$ cat src/rtl/core/rbse_pkg.sv
// Shared types and constants for the range bitmap set engine.
`timescale 1ns / 1ps

package rbse_pkg;

  // Fixed field widths of the stream words
  localparam int unsigned VAL_W     = 10;
  localparam int unsigned WIDX_W    = 4;
  localparam int unsigned OPND_W    = 64;
  localparam int unsigned FOUND_W   = 11;
  localparam int unsigned KIND_W    = 3;

  // Default geometry of the bitmap
  localparam int unsigned DEF_NUM_WORDS = 16;
  localparam int unsigned DEF_WORD_BITS = 64;

  // Request kinds
  typedef enum logic [KIND_W-1:0] {
    KIND_ADD        = 3'd0,
    KIND_REMOVE     = 3'd1,
    KIND_FIND_FIRST = 3'd2,
    KIND_FIND_NEXT  = 3'd3,
    KIND_OR         = 3'd4,
    KIND_AND        = 3'd5,
    KIND_XOR        = 3'd6,
    KIND_ANDNOT     = 3'd7
  } kind_e;

  // Request control held for the length of one walk
  typedef struct packed {
    kind_e            kind;
    logic [VAL_W-1:0] lo;
    logic [VAL_W-1:0] hi;
    logic [VAL_W:0]   start;
  } word_ctl_t;

endpackage

$ cat src/rtl/core/rbse_word_unit.sv
// Per-word unit: range mask, masked search and word update for one bitmap word.
`timescale 1ns / 1ps

module rbse_word_unit #(
  parameter int unsigned WORD_BITS = rbse_pkg::DEF_WORD_BITS,
  parameter int unsigned CMP_W     = 17
) (
  input  rbse_pkg::word_ctl_t   ctl_i,
  input  logic [CMP_W-1:0]      base_i,
  input  logic [WORD_BITS-1:0]  rdata_i,
  input  logic [WORD_BITS-1:0]  operand_i,
  output logic [WORD_BITS-1:0]  wdata_o,
  output logic                  hit_o,
  output logic [CMP_W-1:0]      hit_pos_o
);

  localparam int unsigned OFF_W = $clog2(WORD_BITS);
  localparam logic [WORD_BITS-1:0] ONES  = {WORD_BITS{1'b1}};
  localparam logic [OFF_W-1:0]     WB_M1 = OFF_W'(WORD_BITS - 1);

  logic [CMP_W-1:0]     lo_x, hi_x, st_x, top;
  logic [CMP_W-1:0]     lo_off, hi_off, st_off;
  logic [OFF_W-1:0]     a_off, b_off, bit_idx;
  logic [WORD_BITS-1:0] rng_mask, fnd_mask, cand;

  // Range mask: bits of this word that lie inside lo..hi
  always_comb begin
    lo_x   = CMP_W'(ctl_i.lo);
    hi_x   = CMP_W'(ctl_i.hi);
    top    = base_i + CMP_W'(WORD_BITS - 1);
    lo_off = lo_x - base_i;
    hi_off = hi_x - base_i;
    a_off  = (lo_x > base_i) ? lo_off[OFF_W-1:0] : '0;
    b_off  = (hi_x < top) ? hi_off[OFF_W-1:0] : WB_M1;
    if (hi_x < base_i || lo_x > top) begin
      rng_mask = '0;
    end else begin
      rng_mask = (ONES >> (WB_M1 - b_off)) & (ONES << a_off);
    end
  end

  // Search mask: bits at or above the start value
  always_comb begin
    st_x   = CMP_W'(ctl_i.start);
    st_off = st_x - base_i;
    if (st_x <= base_i) begin
      fnd_mask = ONES;
    end else if (st_off >= CMP_W'(WORD_BITS)) begin
      fnd_mask = '0;
    end else begin
      fnd_mask = ONES << st_off[OFF_W-1:0];
    end
  end

  // Lowest candidate bit
  always_comb begin
    cand    = rdata_i & fnd_mask;
    bit_idx = '0;
    for (int k = WORD_BITS - 1; k >= 0; k--) begin
      if (cand[k]) bit_idx = OFF_W'(k);
    end
    hit_o     = |cand;
    hit_pos_o = base_i + CMP_W'(bit_idx);
  end

  // Updated word
  always_comb begin
    unique case (ctl_i.kind)
      rbse_pkg::KIND_ADD:    wdata_o = rdata_i | rng_mask;
      rbse_pkg::KIND_REMOVE: wdata_o = rdata_i & ~rng_mask;
      rbse_pkg::KIND_OR:     wdata_o = rdata_i | operand_i;
      rbse_pkg::KIND_AND:    wdata_o = rdata_i & operand_i;
      rbse_pkg::KIND_XOR:    wdata_o = rdata_i ^ operand_i;
      rbse_pkg::KIND_ANDNOT: wdata_o = rdata_i & ~operand_i;
      default:               wdata_o = rdata_i;
    endcase
  end

endmodule

$ cat src/rtl/core/range_bitmap_set_engine_top.sv
// Top level of the range bitmap set engine: sequencer, bitmap memory and output register.
`timescale 1ns / 1ps

// The engine holds a set of values 0..NUM_WORDS*WORD_BITS-1 as NUM_WORDS bitmap words in a
// single-port-read memory, and answers every request word with exactly one result word.
// After reset a clearing pass writes zero to every word, one per cycle, and the input is not
// ready until it is done. Requests are handled one at a time by a walk over the memory that
// reads one word per cycle through the read port; add, remove and word combines write it
// back through the per-word unit. Add and remove walk from word 0 up to the word that holds
// high_value. Find first and find next walk from word 0 until a member turns up, or over every
// word when there is none. Word combines read and write back only the word at word_index; a
// bad range or a word index beyond the bitmap ends the request without a walk.
// set_empty comes from a count of non-zero words kept beside the memory.

module range_bitmap_set_engine_top #(
  parameter int unsigned NUM_WORDS = rbse_pkg::DEF_NUM_WORDS,
  parameter int unsigned WORD_BITS = rbse_pkg::DEF_WORD_BITS
) (
  input  logic        clk_i,
  input  logic        rst_ni,
  // tdata: low_value[9:0], high_value[19:10], word_index[23:20], operand_word[87:24]
  input  logic [87:0] s_axis_tdata,
  // tuser: kind[2:0]
  input  logic [2:0]  s_axis_tuser,
  input  logic        s_axis_tvalid,
  output logic        s_axis_tready,
  // tdata: found_value[10:0], set_empty[11], bad_range[12], zero[15:13]
  output logic [15:0] m_axis_tdata,
  output logic        m_axis_tvalid,
  input  logic        m_axis_tready
);

  localparam int unsigned VAL_W      = rbse_pkg::VAL_W;
  localparam int unsigned FOUND_W    = rbse_pkg::FOUND_W;
  localparam int unsigned TOTAL_BITS = NUM_WORDS * WORD_BITS;
  localparam int unsigned BASE_W0    = $clog2(TOTAL_BITS + WORD_BITS + 1);
  localparam int unsigned CMP_W      = (BASE_W0 > FOUND_W) ? BASE_W0 : FOUND_W;
  localparam int unsigned IDX_W      = (NUM_WORDS > 1) ? $clog2(NUM_WORDS) : 1;
  localparam int unsigned CNT_W      = $clog2(NUM_WORDS + 1);
  localparam logic [IDX_W-1:0]   LAST_IDX   = IDX_W'(NUM_WORDS - 1);
  localparam logic [FOUND_W-1:0] FOUND_NONE = FOUND_W'(TOTAL_BITS);

  // Input word layout
  localparam int unsigned LO_POS   = 0;
  localparam int unsigned HI_POS   = LO_POS + VAL_W;
  localparam int unsigned WIDX_POS = HI_POS + VAL_W;
  localparam int unsigned OPND_POS = WIDX_POS + rbse_pkg::WIDX_W;

  typedef enum logic [3:0] {
    ST_CLEAR = 4'b0001,
    ST_IDLE  = 4'b0010,
    ST_WALK  = 4'b0100,
    ST_DONE  = 4'b1000
  } state_e;

  state_e                  state_q, state_d;
  logic [IDX_W-1:0]        clr_idx_q, clr_idx_d;
  rbse_pkg::word_ctl_t     ctl_q, ctl_d;
  logic [WORD_BITS-1:0]    opnd_q, opnd_d;
  logic                    iss_act_q, iss_act_d;
  logic [IDX_W-1:0]        iss_idx_q, iss_idx_d;
  logic [CMP_W-1:0]        iss_base_q, iss_base_d;
  logic                    p_vld_q, p_vld_d;
  logic                    p_last_q, p_last_d;
  logic [IDX_W-1:0]        p_idx_q, p_idx_d;
  logic [CMP_W-1:0]        p_base_q, p_base_d;
  logic [FOUND_W-1:0]      found_q, found_d;
  logic                    bad_q, bad_d;
  logic [CNT_W-1:0]        cnt_q, cnt_d;
  logic                    out_vld_q, out_vld_d;
  logic [FOUND_W-1:0]      out_found_q, out_found_d;
  logic                    out_empty_q, out_empty_d;
  logic                    out_bad_q, out_bad_d;

  logic [WORD_BITS-1:0]    bitmap_q [NUM_WORDS];
  logic [WORD_BITS-1:0]    rdata_q;
  logic                    mem_we;
  logic [IDX_W-1:0]        mem_waddr;
  logic [WORD_BITS-1:0]    mem_wdata;
  logic [IDX_W-1:0]        mem_raddr;

  logic                    is_find, is_range, is_comb;
  logic [CMP_W-1:0]        next_base;
  logic                    iss_last;
  logic                    walk_done;
  logic [WORD_BITS-1:0]    unit_wdata;
  logic                    unit_hit;
  logic [CMP_W-1:0]        unit_pos;
  rbse_pkg::kind_e         in_kind;
  logic [VAL_W-1:0]        in_lo, in_hi;
  logic [rbse_pkg::WIDX_W-1:0] in_widx;

  assign in_kind = rbse_pkg::kind_e'(s_axis_tuser);
  assign in_lo   = s_axis_tdata[LO_POS +: VAL_W];
  assign in_hi   = s_axis_tdata[HI_POS +: VAL_W];
  assign in_widx = s_axis_tdata[WIDX_POS +: rbse_pkg::WIDX_W];

  assign is_find  = (ctl_q.kind == rbse_pkg::KIND_FIND_FIRST) ||
                    (ctl_q.kind == rbse_pkg::KIND_FIND_NEXT);
  assign is_range = (ctl_q.kind == rbse_pkg::KIND_ADD) ||
                    (ctl_q.kind == rbse_pkg::KIND_REMOVE);
  assign is_comb  = !is_find && !is_range;

  // Issue side: last word to read for this request
  assign next_base = iss_base_q + CMP_W'(WORD_BITS);
  assign iss_last  = is_comb || (iss_idx_q == LAST_IDX) ||
                     (is_range && (next_base > CMP_W'(ctl_q.hi)));

  rbse_word_unit #(
    .WORD_BITS (WORD_BITS),
    .CMP_W     (CMP_W)
  ) u_word (
    .ctl_i     (ctl_q),
    .base_i    (p_base_q),
    .rdata_i   (rdata_q),
    .operand_i (opnd_q),
    .wdata_o   (unit_wdata),
    .hit_o     (unit_hit),
    .hit_pos_o (unit_pos)
  );

  // Sequencer
  always_comb begin
    state_d     = state_q;
    clr_idx_d   = clr_idx_q;
    ctl_d       = ctl_q;
    opnd_d      = opnd_q;
    iss_act_d   = iss_act_q;
    iss_idx_d   = iss_idx_q;
    iss_base_d  = iss_base_q;
    p_vld_d     = 1'b0;
    p_last_d    = p_last_q;
    p_idx_d     = p_idx_q;
    p_base_d    = p_base_q;
    found_d     = found_q;
    bad_d       = bad_q;
    cnt_d       = cnt_q;
    out_vld_d   = out_vld_q && !m_axis_tready;
    out_found_d = out_found_q;
    out_empty_d = out_empty_q;
    out_bad_d   = out_bad_q;
    mem_we      = 1'b0;
    mem_waddr   = p_idx_q;
    mem_wdata   = unit_wdata;
    mem_raddr   = iss_idx_q;
    walk_done   = 1'b0;

    unique case (state_q)
      ST_CLEAR: begin
        mem_we    = 1'b1;
        mem_waddr = clr_idx_q;
        mem_wdata = '0;
        if (clr_idx_q == LAST_IDX) begin
          state_d = ST_IDLE;
        end else begin
          clr_idx_d = clr_idx_q + 1'b1;
        end
      end

      ST_IDLE: begin
        if (s_axis_tvalid) begin
          ctl_d.kind  = in_kind;
          ctl_d.lo    = in_lo;
          ctl_d.hi    = in_hi;
          ctl_d.start = '0;
          opnd_d      = s_axis_tdata[OPND_POS +: WORD_BITS];
          found_d     = '0;
          bad_d       = 1'b0;
          iss_act_d   = 1'b1;
          iss_idx_d   = '0;
          iss_base_d  = '0;
          state_d     = ST_WALK;
          case (in_kind) inside
            rbse_pkg::KIND_ADD, rbse_pkg::KIND_REMOVE: begin
              if (in_lo > in_hi) begin
                bad_d   = 1'b1;
                state_d = ST_DONE;
              end
            end
            rbse_pkg::KIND_FIND_FIRST: ctl_d.start = '0;
            rbse_pkg::KIND_FIND_NEXT:  ctl_d.start = {1'b0, in_lo} + 1'b1;
            default: begin
              if (32'(in_widx) < NUM_WORDS) begin
                iss_idx_d = IDX_W'(in_widx);
              end else begin
                state_d = ST_DONE;
              end
            end
          endcase
        end
      end

      ST_WALK: begin
        // read one word per cycle
        if (iss_act_q) begin
          p_vld_d  = 1'b1;
          p_idx_d  = iss_idx_q;
          p_base_d = iss_base_q;
          p_last_d = iss_last;
          if (iss_last) begin
            iss_act_d = 1'b0;
          end else begin
            iss_idx_d  = iss_idx_q + 1'b1;
            iss_base_d = next_base;
          end
        end
        // handle the word read last cycle
        if (p_vld_q) begin
          if (is_find) begin
            if (unit_hit) begin
              found_d   = unit_pos[FOUND_W-1:0];
              walk_done = 1'b1;
            end else if (p_last_q) begin
              found_d   = FOUND_NONE;
              walk_done = 1'b1;
            end
          end else begin
            mem_we = 1'b1;
            if ((|unit_wdata) && !(|rdata_q)) begin
              cnt_d = cnt_q + 1'b1;
            end else if (!(|unit_wdata) && (|rdata_q)) begin
              cnt_d = cnt_q - 1'b1;
            end
            walk_done = p_last_q;
          end
          if (walk_done) begin
            state_d   = ST_DONE;
            iss_act_d = 1'b0;
            p_vld_d   = 1'b0;
          end
        end
      end

      ST_DONE: begin
        if (!out_vld_q || m_axis_tready) begin
          out_vld_d   = 1'b1;
          out_found_d = found_q;
          out_empty_d = (cnt_q == '0);
          out_bad_d   = bad_q;
          state_d     = ST_IDLE;
        end
      end

      default: state_d = ST_IDLE;
    endcase
  end

  // Control registers
  always_ff @(posedge clk_i or negedge rst_ni) begin
    if (!rst_ni) begin
      state_q   <= ST_CLEAR;
      clr_idx_q <= '0;
      iss_act_q <= 1'b0;
      p_vld_q   <= 1'b0;
      cnt_q     <= '0;
      out_vld_q <= 1'b0;
    end else begin
      state_q   <= state_d;
      clr_idx_q <= clr_idx_d;
      iss_act_q <= iss_act_d;
      p_vld_q   <= p_vld_d;
      cnt_q     <= cnt_d;
      out_vld_q <= out_vld_d;
    end
  end

  // Payload registers
  always_ff @(posedge clk_i) begin
    ctl_q       <= ctl_d;
    opnd_q      <= opnd_d;
    iss_idx_q   <= iss_idx_d;
    iss_base_q  <= iss_base_d;
    p_last_q    <= p_last_d;
    p_idx_q     <= p_idx_d;
    p_base_q    <= p_base_d;
    found_q     <= found_d;
    bad_q       <= bad_d;
    out_found_q <= out_found_d;
    out_empty_q <= out_empty_d;
    out_bad_q   <= out_bad_d;
  end

  // Bitmap memory: one write and one registered read per cycle
  always_ff @(posedge clk_i) begin
    if (mem_we) begin
      bitmap_q[mem_waddr] <= mem_wdata;
    end
    rdata_q <= bitmap_q[mem_raddr];
  end

  assign s_axis_tready = (state_q == ST_IDLE);
  assign m_axis_tvalid = out_vld_q;
  assign m_axis_tdata  = {3'b000, out_bad_q, out_empty_q, out_found_q};

  // Checks
  a_cnt_bound: assert property (@(posedge clk_i) disable iff (!rst_ni)
    cnt_q <= CNT_W'(NUM_WORDS))
    else $error("non-zero word count beyond bitmap size");

  a_busy_after_accept: assert property (@(posedge clk_i) disable iff (!rst_ni)
    (s_axis_tvalid && s_axis_tready) |=> !s_axis_tready)
    else $error("input ready again straight after accepting a word");

  a_pipe_in_walk: assert property (@(posedge clk_i) disable iff (!rst_ni)
    p_vld_q |-> (state_q == ST_WALK))
    else $error("word in flight outside a walk");

  a_bad_no_found: assert property (@(posedge clk_i) disable iff (!rst_ni)
    (out_vld_q && out_bad_q) |-> (out_found_q == '0))
    else $error("bad range result carries a found value");

endmodule

$ cat config.mk
export PLATFORM = sky130hd
export DESIGN_NAME = range_bitmap_set_engine_top
export DESIGN_NICKNAME = d
export VERILOG_FILES = /design/src/rtl/core/rbse_pkg.sv /design/src/rtl/core/rbse_word_unit.sv /design/src/rtl/core/range_bitmap_set_engine_top.sv
export SDC_FILE = /design/constraint.sdc
export NUM_CORES = 2
export LEC_CHECK = 0
export BUFFER_PORTS_ARGS = -buffer_cell sky130_fd_sc_hd__buf_2
export CELL_PAD_IN_SITES_DETAIL_PLACEMENT = 1
export CELL_PAD_IN_SITES_GLOBAL_PLACEMENT = 2
export CORE_MARGIN = 3
export CORE_UTILIZATION = 42
export DETAILED_ROUTE_END_ITERATION = 8
export PLACE_DENSITY = 0.86
export SLEW_MARGIN = 20
export SYNTH_ARGS = -nofsm -noshare
export SYNTH_HDL_FRONTEND = slang
export SYNTH_SLANG_ARGS = --single-unit
$ cat constraint.sdc
create_clock -name clk_i -period 4.6 [get_ports clk_i]
set_clock_uncertainty 0.1 [all_clocks]
set_input_delay 0.92 -clock clk_i [delete_from_list [all_inputs] [get_ports clk_i]]
set_output_delay 0.92 -clock clk_i [all_outputs]
set_load 0.02 [all_outputs]
After elaboration in Yosys (flattened, before gate mapping)
Memory sizes are Yosys's and may differ from the RTL's. A register that Yosys moved wholly into a read port is not among the register bits.
Cells that the tools add are included.
W data, S select, Z words.
{"block": "classes", "n_addsub": 12, "mux": 121, "n_reduce_logical": 36, "shift": 3, "n_lt_le_gt_ge": 8, "eq_ne": 25, "n_bitwise": 13}
{"op": "$mux W6", "count": 66}
{"op": "$pmux W64 S6", "count": 1}
{"op": "$and A64 B64 Y64", "count": 5}
{"op": "$mux W64", "count": 4}
{"op": "$reduce_or A64 Y1", "count": 3}
{"op": "$not A64 Y64", "count": 2}
{"op": "$or A64 B64 Y64", "count": 2}
{"op": "$shl A64 B6 Y64 const A", "count": 2}
{"op": "$mux W11", "count": 7}
{"op": "$shr A64 B6 Y64 const A", "count": 1}
{"op": "$xor A64 B64 Y64", "count": 1}
{"op": "$mux W4", "count": 14}
{"op": "$pmux W11 S2", "count": 2}
{"op": "$gt A10 B11 Y1", "count": 2}
{"op": "$lt A10 B11 Y1", "count": 2}
{"op": "$mux W1", "count": 21}
{"op": "$ne A2 B2 Y1 const B", "count": 8}
{"op": "$pmux W4 S4", "count": 1}
{"op": "$eq A3 B2 Y1 const B", "count": 4}
{"op": "$eq A3 B3 Y1 const B", "count": 4}
{"op": "$eq A4 B4 Y1 const B", "count": 3}
{"op": "$sub A6 B6 Y6", "count": 2}
{"op": "$add A10 B1 Y11 const B", "count": 1}
{"op": "$add A11 B6 Y11", "count": 1}
{"op": "31 further kinds", "count": 59}
{"block": "totals", "ram_bits": 1024, "reg_bits": 170, "memories": 1, "output_inout_bits": 18}
{"name": "bitmap_q", "depth": 16, "word_bits": 64, "read_ports": 1, "rd_clocked_by_memory_dff": 1, "wr": 1, "line": "range_bitmap_set_engine_top.sv:75", "rtl": "logic [WORD_BITS-1:0] bitmap_q [NUM_WORDS];"}

Logic depth before layout (Yosys ltp)
{"block": "depth", "depth_word": 74, "ltp_mapped": 22, "mapped_depth_nobuf": 20}

Hierarchy
From an unflattened synthesis, not the netlist that was laid out.
{"block": "unflattened", "cells_unflattened": 3573, "hier_area_um2": 55590.8}
{"module": "range_bitmap_set_engine_top", "area_per_inst_um2": 47052.6, "cells_per_inst": 2205, "instances": 1}
{"module": "rbse_word_unit", "area_per_inst_um2": 8538.2, "cells_per_inst": 1368, "instances": 1}

Worst setup path before layout
OpenSTA, ideal clock, no wires.
{"block": "synth_timing", "path_type": "register to register", "start": "register state_q[1]", "end": "memory bitmap_q[3][0] in the netlist's numbering (enable)", "required_time_ns": 4.013, "period_less_slack_ns": 4.858, "stages_incl_launch_ff": 6, "path_buffers": 0, "setup_slack_ns": -0.258, "arrival_time_ns": 4.272, "cell_sequence": "dfrtp_1 > nor4_1 > nand3_1 > nor2_1 > a32oi_1 > nor2_1"}
{"block": "synth_via", "elab_chain_cells": 4, "word_cells_on_any_way": 6, "cone_classes": "2 x eq/ne; 4 x mux"}
{"element": "from (decl)", "line": "range_bitmap_set_engine_top.sv:56", "rtl": "state_e state_q, state_d;"}
{"element": "from (signal assigned)", "line": "range_bitmap_set_engine_top.sv:258", "rtl": "state_q <= state_d;"}
{"element": "$eq A4 B3 Y1 / $eq A4 B1 Y1 (equally long branches)", "line": "range_bitmap_set_engine_top.sv:148", "rtl": "unique case (state_q)"}
{"element": "$pmux W1 S2", "line": "range_bitmap_set_engine_top.sv:148"}
{"element": "$mux W1", "line": "range_bitmap_set_engine_top.sv:285", "rtl": "if (mem_we) begin"}
{"element": "$mux W1 (implied by the code)", "line": "range_bitmap_set_engine_top.sv:286", "rtl": "bitmap_q[mem_waddr] <= mem_wdata;"}
{"element": "to (decl)", "line": "range_bitmap_set_engine_top.sv:75"}
Several ways; a longest one is shown, not always the timed one.

Final worst setup path
{"block": "layout_timing", "start": "register p_base_q[7]", "end": "register cnt_q[3]"}
{"block": "layout_via", "elab_chain_cells": 15, "word_cells_on_any_way": 24, "cone_classes": "2 x add/sub; 4 x order compare; 2 x shift; 5 x mux; 4 x bitwise; 7 x reduce/logical"}
{"element": "from (decl)", "line": "range_bitmap_set_engine_top.sv:66", "rtl": "logic [CMP_W-1:0] p_base_q, p_base_d;"}
{"element": "from (signal assigned)", "line": "range_bitmap_set_engine_top.sv:275", "rtl": "p_base_q <= p_base_d;"}
{"element": "$add A11 B6 Y11", "line": "rbse_word_unit.sv:30", "rtl": "top = base_i + CMP_W'(WORD_BITS - 1);"}
{"element": "$lt A10 B11 Y1", "line": "rbse_word_unit.sv:34", "rtl": "b_off = (hi_x < top) ? hi_off[OFF_W-1:0] : WB_M1;"}
{"element": "$mux W6", "line": "rbse_word_unit.sv:34"}
{"element": "$sub A6 B6 Y6", "line": "rbse_word_unit.sv:38", "rtl": "rng_mask = (ONES >> (WB_M1 - b_off)) & (ONES << a_off);"}
{"element": "$shr A64 B6 Y64", "line": "rbse_word_unit.sv:38"}
{"element": "$and A64 B64 Y64", "line": "rbse_word_unit.sv:38"}
{"element": "$mux W64 *", "line": "rbse_word_unit.sv:35", "rtl": "if (hi_x < base_i || lo_x > top) begin"}
{"element": "$not A64 Y64", "line": "rbse_word_unit.sv:70", "rtl": "rbse_pkg::KIND_REMOVE: wdata_o = rdata_i & ~rng_mask;"}
{"element": "$and A64 B64 Y64", "line": "rbse_word_unit.sv:70"}
{"element": "$pmux W64 S6 *", "line": "rbse_word_unit.sv:68", "rtl": "unique case (ctl_i.kind)"}
{"element": "$reduce_or A64 Y1 *", "line": "range_bitmap_set_engine_top.sv:219, range_bitmap_set_engine_top.sv:221"}
{"element": "$logic_not A1 Y1", "line": "range_bitmap_set_engine_top.sv:221", "rtl": "end else if (!(|unit_wdata) && (|rdata_q)) begin"}
{"element": "$logic_and A1 B1 Y1", "line": "range_bitmap_set_engine_top.sv:221"}
{"element": "$reduce_bool A2 Y1 (no line)"}
{"element": "$reduce_and A4 Y1 (no line)"}
{"element": "to (signal assigned)", "line": "range_bitmap_set_engine_top.sv:262", "rtl": "cnt_q <= cnt_d;"}
{"element": "to (decl)", "line": "range_bitmap_set_engine_top.sv:69", "rtl": "logic [CNT_W-1:0] cnt_q, cnt_d;"}
Mark *: on every way between the ends. The rest lies on a longest branch, timed or not.
A chain may end at the register's enable or synchronous reset.

==> metrics.cfg <==
[cells_and_area]
area_growth_syn_to_layout_pct = 21.6
drive_gt1_frac = 0.275
layout.cells.non_filler = 6097
seqCellArea_sq_um = 36700
nets = 4394
nFillCells = 12400
multi_input_area_sq_um = 17200

[worst_setup_path]
crit_family = simple AND/OR/NAND/NOR gates
r2r_end = cnt_q[3]$_DFFE_PN0P_
path_class = reg -> reg
start_kind = register
arrival_ps = 5820
crit_path_frequent_cell = buf_4
r2r-start = p_base_q[7]$_DFFE_PP_
cp_num_buf_inv = 8
critPathCaptureType = register
path_max_fanout = 4
rrSetupSlack_ps = -670
crit_path_max_incr_delay_ps = 370
worstPathRequired_ps = 5150
critPathSlowestCell = edfxtp_1
rr_worst_depth = 25

[route]
post-route-drc-count = 0
postRouteAntennaNets = 0
detail_route.wl_per_cell_um = 32.7
num_vias = 38300
dr.pass1.iters = 5
vias_per_cell = 6.28
drt_iter0_markers = 4321
wirelength_um = 200000

[place]
hpwl_um = 138000
dp_slack_ps = -1140
placed_cells = 5822
port_buffers = 109
gp_congestion = 1.03

[timing]
drv_slew = 0
fin_hold_ws_ps = 208
max_freq_ghz = 0.190
setup_viol = 5
hold_viol_final = 0
worst_slew_pin_slew_ps = 1180
finalCritPeriodShare = 1.14
layout_min_cycle_time_ps = 5270
timing.slew.headroom = 0.211
rsz0062_at_grt = true
setup_ws_ps = -666

[power_and_ir_drop]
p_int_w = 0.0183
ir_drop_mv = 0.290
comb_power_share = 0.005
power_frac_seq = 0.534
p_per_area_nw_per_um2 = 346
power_leakage_nw = 22.0
switching_share = 0.198
pwr-share-clk = 0.461
power.switching_w = 0.00452

[global_routing]
grt_max_degree = 95
overflow = 0
grt_antenna_before_repair = 4
track_usage = 0.294
grt_pass1_vias = 39100
grt_pass1_wl_um = 286000

[outcome]
violations = setup timing
status = finished, violations left

[synth]
synth_edf_count = 1166
synth_top_area_share = 0.644
synth_largest_area_cell = edfxtp_1
synth_ff_type = edfxtp_1
ys_types = 101
yosys_register_bits = 1246
yosys_warnings = 0
synth_area_sq_um = 54300
synth-async-reset-ratio = 0.0128
synthCells = 3710
avgSynthCellArea_sq_um = 14.6
synthTopCellsByArea = edfxtp_1 (64%), mux4_2 (5.3%), mux2i_1 (3.7%)
synth-seq-area-share = 0.675

[worst_hold_path]
hp-class = in -> reg
hold_end = opnd_q[24]$_DFFE_PP_
holdPathStages = 1
hp-start = s_axis_tdata[48]

[clock_network]
cts_buffers = 133
root_buffer = clkbuf_16
h-tree-depth = 4
clock_sinks = 1246
clockBufferDepth = 3
cts_tree = built
clk_latency_ps = 790
clk_pin_slew_ps = 70

[floorplanning]
die_h_um = 366
io_pins = 113
dieArea_sq_um = 134000
coreArea_sq_um = 128000
floorplan.initialDensity = 0.425
rows = 131
die_w_um = 366

[flow_run]
drv_cap = 0

flip-flops by register name (all words and copies together) (netlist names):
register / flops
out_bad_q: 1
bad_q: 1
rdata_q: 64
cnt_q: 5
bitmap_q: 1024
iss_idx_q: 4
p_base_q: 5
opnd_q: 64
clr_idx_q: 4
out_empty_q: 1
p_idx_q: 4
p_vld_q: 1
found_q: 11
state_q: 4
m_axis_tvalid: 1
out_found_q: 11
iss_base_q: 5
p_last_q: 1
ctl_q: 34
iss_act_q: 1
power groups by stage:
stage	registers, W	logic (W)	clock network [W]
floorplan	0.0125	0.0000282	0
CTS	0.0122	0.000108	0.0107
global placement	0.0125	0.000104	0
finish	0.0122	0.000107	0.0105
detailed placement	0.0125	0.000106	0
global route	0.0122	0.000116	0.0112
cell type report:
type                    instances  area share
diodes                          3    0.000114
well taps                    1729      0.0327
clock buffers                 186      0.0565
clock inverters                51     0.00801
inverters                      70     0.00405
flip-flops and latches       1246       0.556
repair buffers                655      0.0821
multi-input cells            2157       0.261
how the worst max path moves through the flow:
stage                                 startpoint                        to  slack [ps]  cells after the start
after global placement     p_base_q[8]$_DFFE_PP_      cnt_q[4]$_DFFE_PN0P_       -1210                     24
after detailed placement   p_base_q[8]$_DFFE_PP_      cnt_q[3]$_DFFE_PN0P_       -1140                     24
after floorplan           state_q[1]$_DFFE_PN0P_  bitmap_q[3][0]$_DFFE_PP_        -260                      5
final                      p_base_q[7]$_DFFE_PP_      cnt_q[3]$_DFFE_PN0P_        -670                     25
after CTS                  p_base_q[9]$_DFFE_PP_      cnt_q[3]$_DFFE_PN0P_        -420                     23
after global routing       p_base_q[7]$_DFFE_PP_      cnt_q[3]$_DFFE_PN0P_        -760                     24
through the flow:
| step | TNS, ps | power, W | cell area (sq um) | utilization |
|---|---|---|---|---|
| after floorplan | -243810 | 0.0125 | 54400 | - |
| after global placement | -5170 | 0.0126 | 60700 | 0.475 |
| after detailed placement | -4900 | 0.0126 | 60700 | 0.475 |
| after CTS | -1450 | 0.0230 | 65700 | 0.513 |
| after global routing | -3340 | 0.0235 | 66100 | 0.516 |
| final | -2320 | 0.0229 | 66100 | 0.516 |
kinds of logic after synthesis:
group / after synthesis / synth area share
flops: 1246 / 0.675
fa+ha+maj: 36 / 0.00843
compound gates: 969 / 0.121
xor+xnor: 17 / 0.00274
mux: 395 / 0.104
other cells: 1 / 0.0000690
buf+inv: 309 / 0.0232
simple gates: 737 / 0.0656
metal layers:
layer | GRT usage | wire length [um]
met4 | 0.118 | 8560
met5 | 0 | 0
met3 | 0.0473 | 14600
met1 | 0.401 | 82300
met2 | 0.471 | 94100
cell usage after synthesis, types with 34 or more instances:
library cell	number
edfxtp_1	1166
o21ai_0	270
mux2i_1	201
nor2_1	201
nand2_1	192
clkbuf_1	164
a21oi_1	162
mux4_2	128
nand3_1	97
a22oi_1	90
a221oi_1	77
inv_1	69
mux2_2	66
dfxtp_1	64
buf_1	45
nor3_1	44
nor4_1	38
o211ai_1	38
ha_1	35
a211oi_1	34
and2_1	34
cell usage in the layout, fill, tap and decap left out, drive strengths merged, types with 35 or more instances in the layout:
master	count
o211ai	38
ha	35
nand3	97
mux2	66
edfxtp	1166
mux2i	201
nor3	45
nor2	201
inv	72
nand2	192
nor4	39
a21oi	162
o21ai	275
and2	35
dfxtp	64
buf	653
a22oi	90
a221oi	77
clkinv	39
mux4	128
a211oi	37
clkbuf	186
what timing repair did:
action                     in CTS  in global routing
setup endpoints to repair      20                 29
pin swaps                      46                 34
buffers inserted               16                 17
hold buffers                    1                  0
resized for setup             115                 34
cloned                          2                  0
hold endpoints to repair       15                  0
Note: power is estimated with default switching activity, not from simulation.
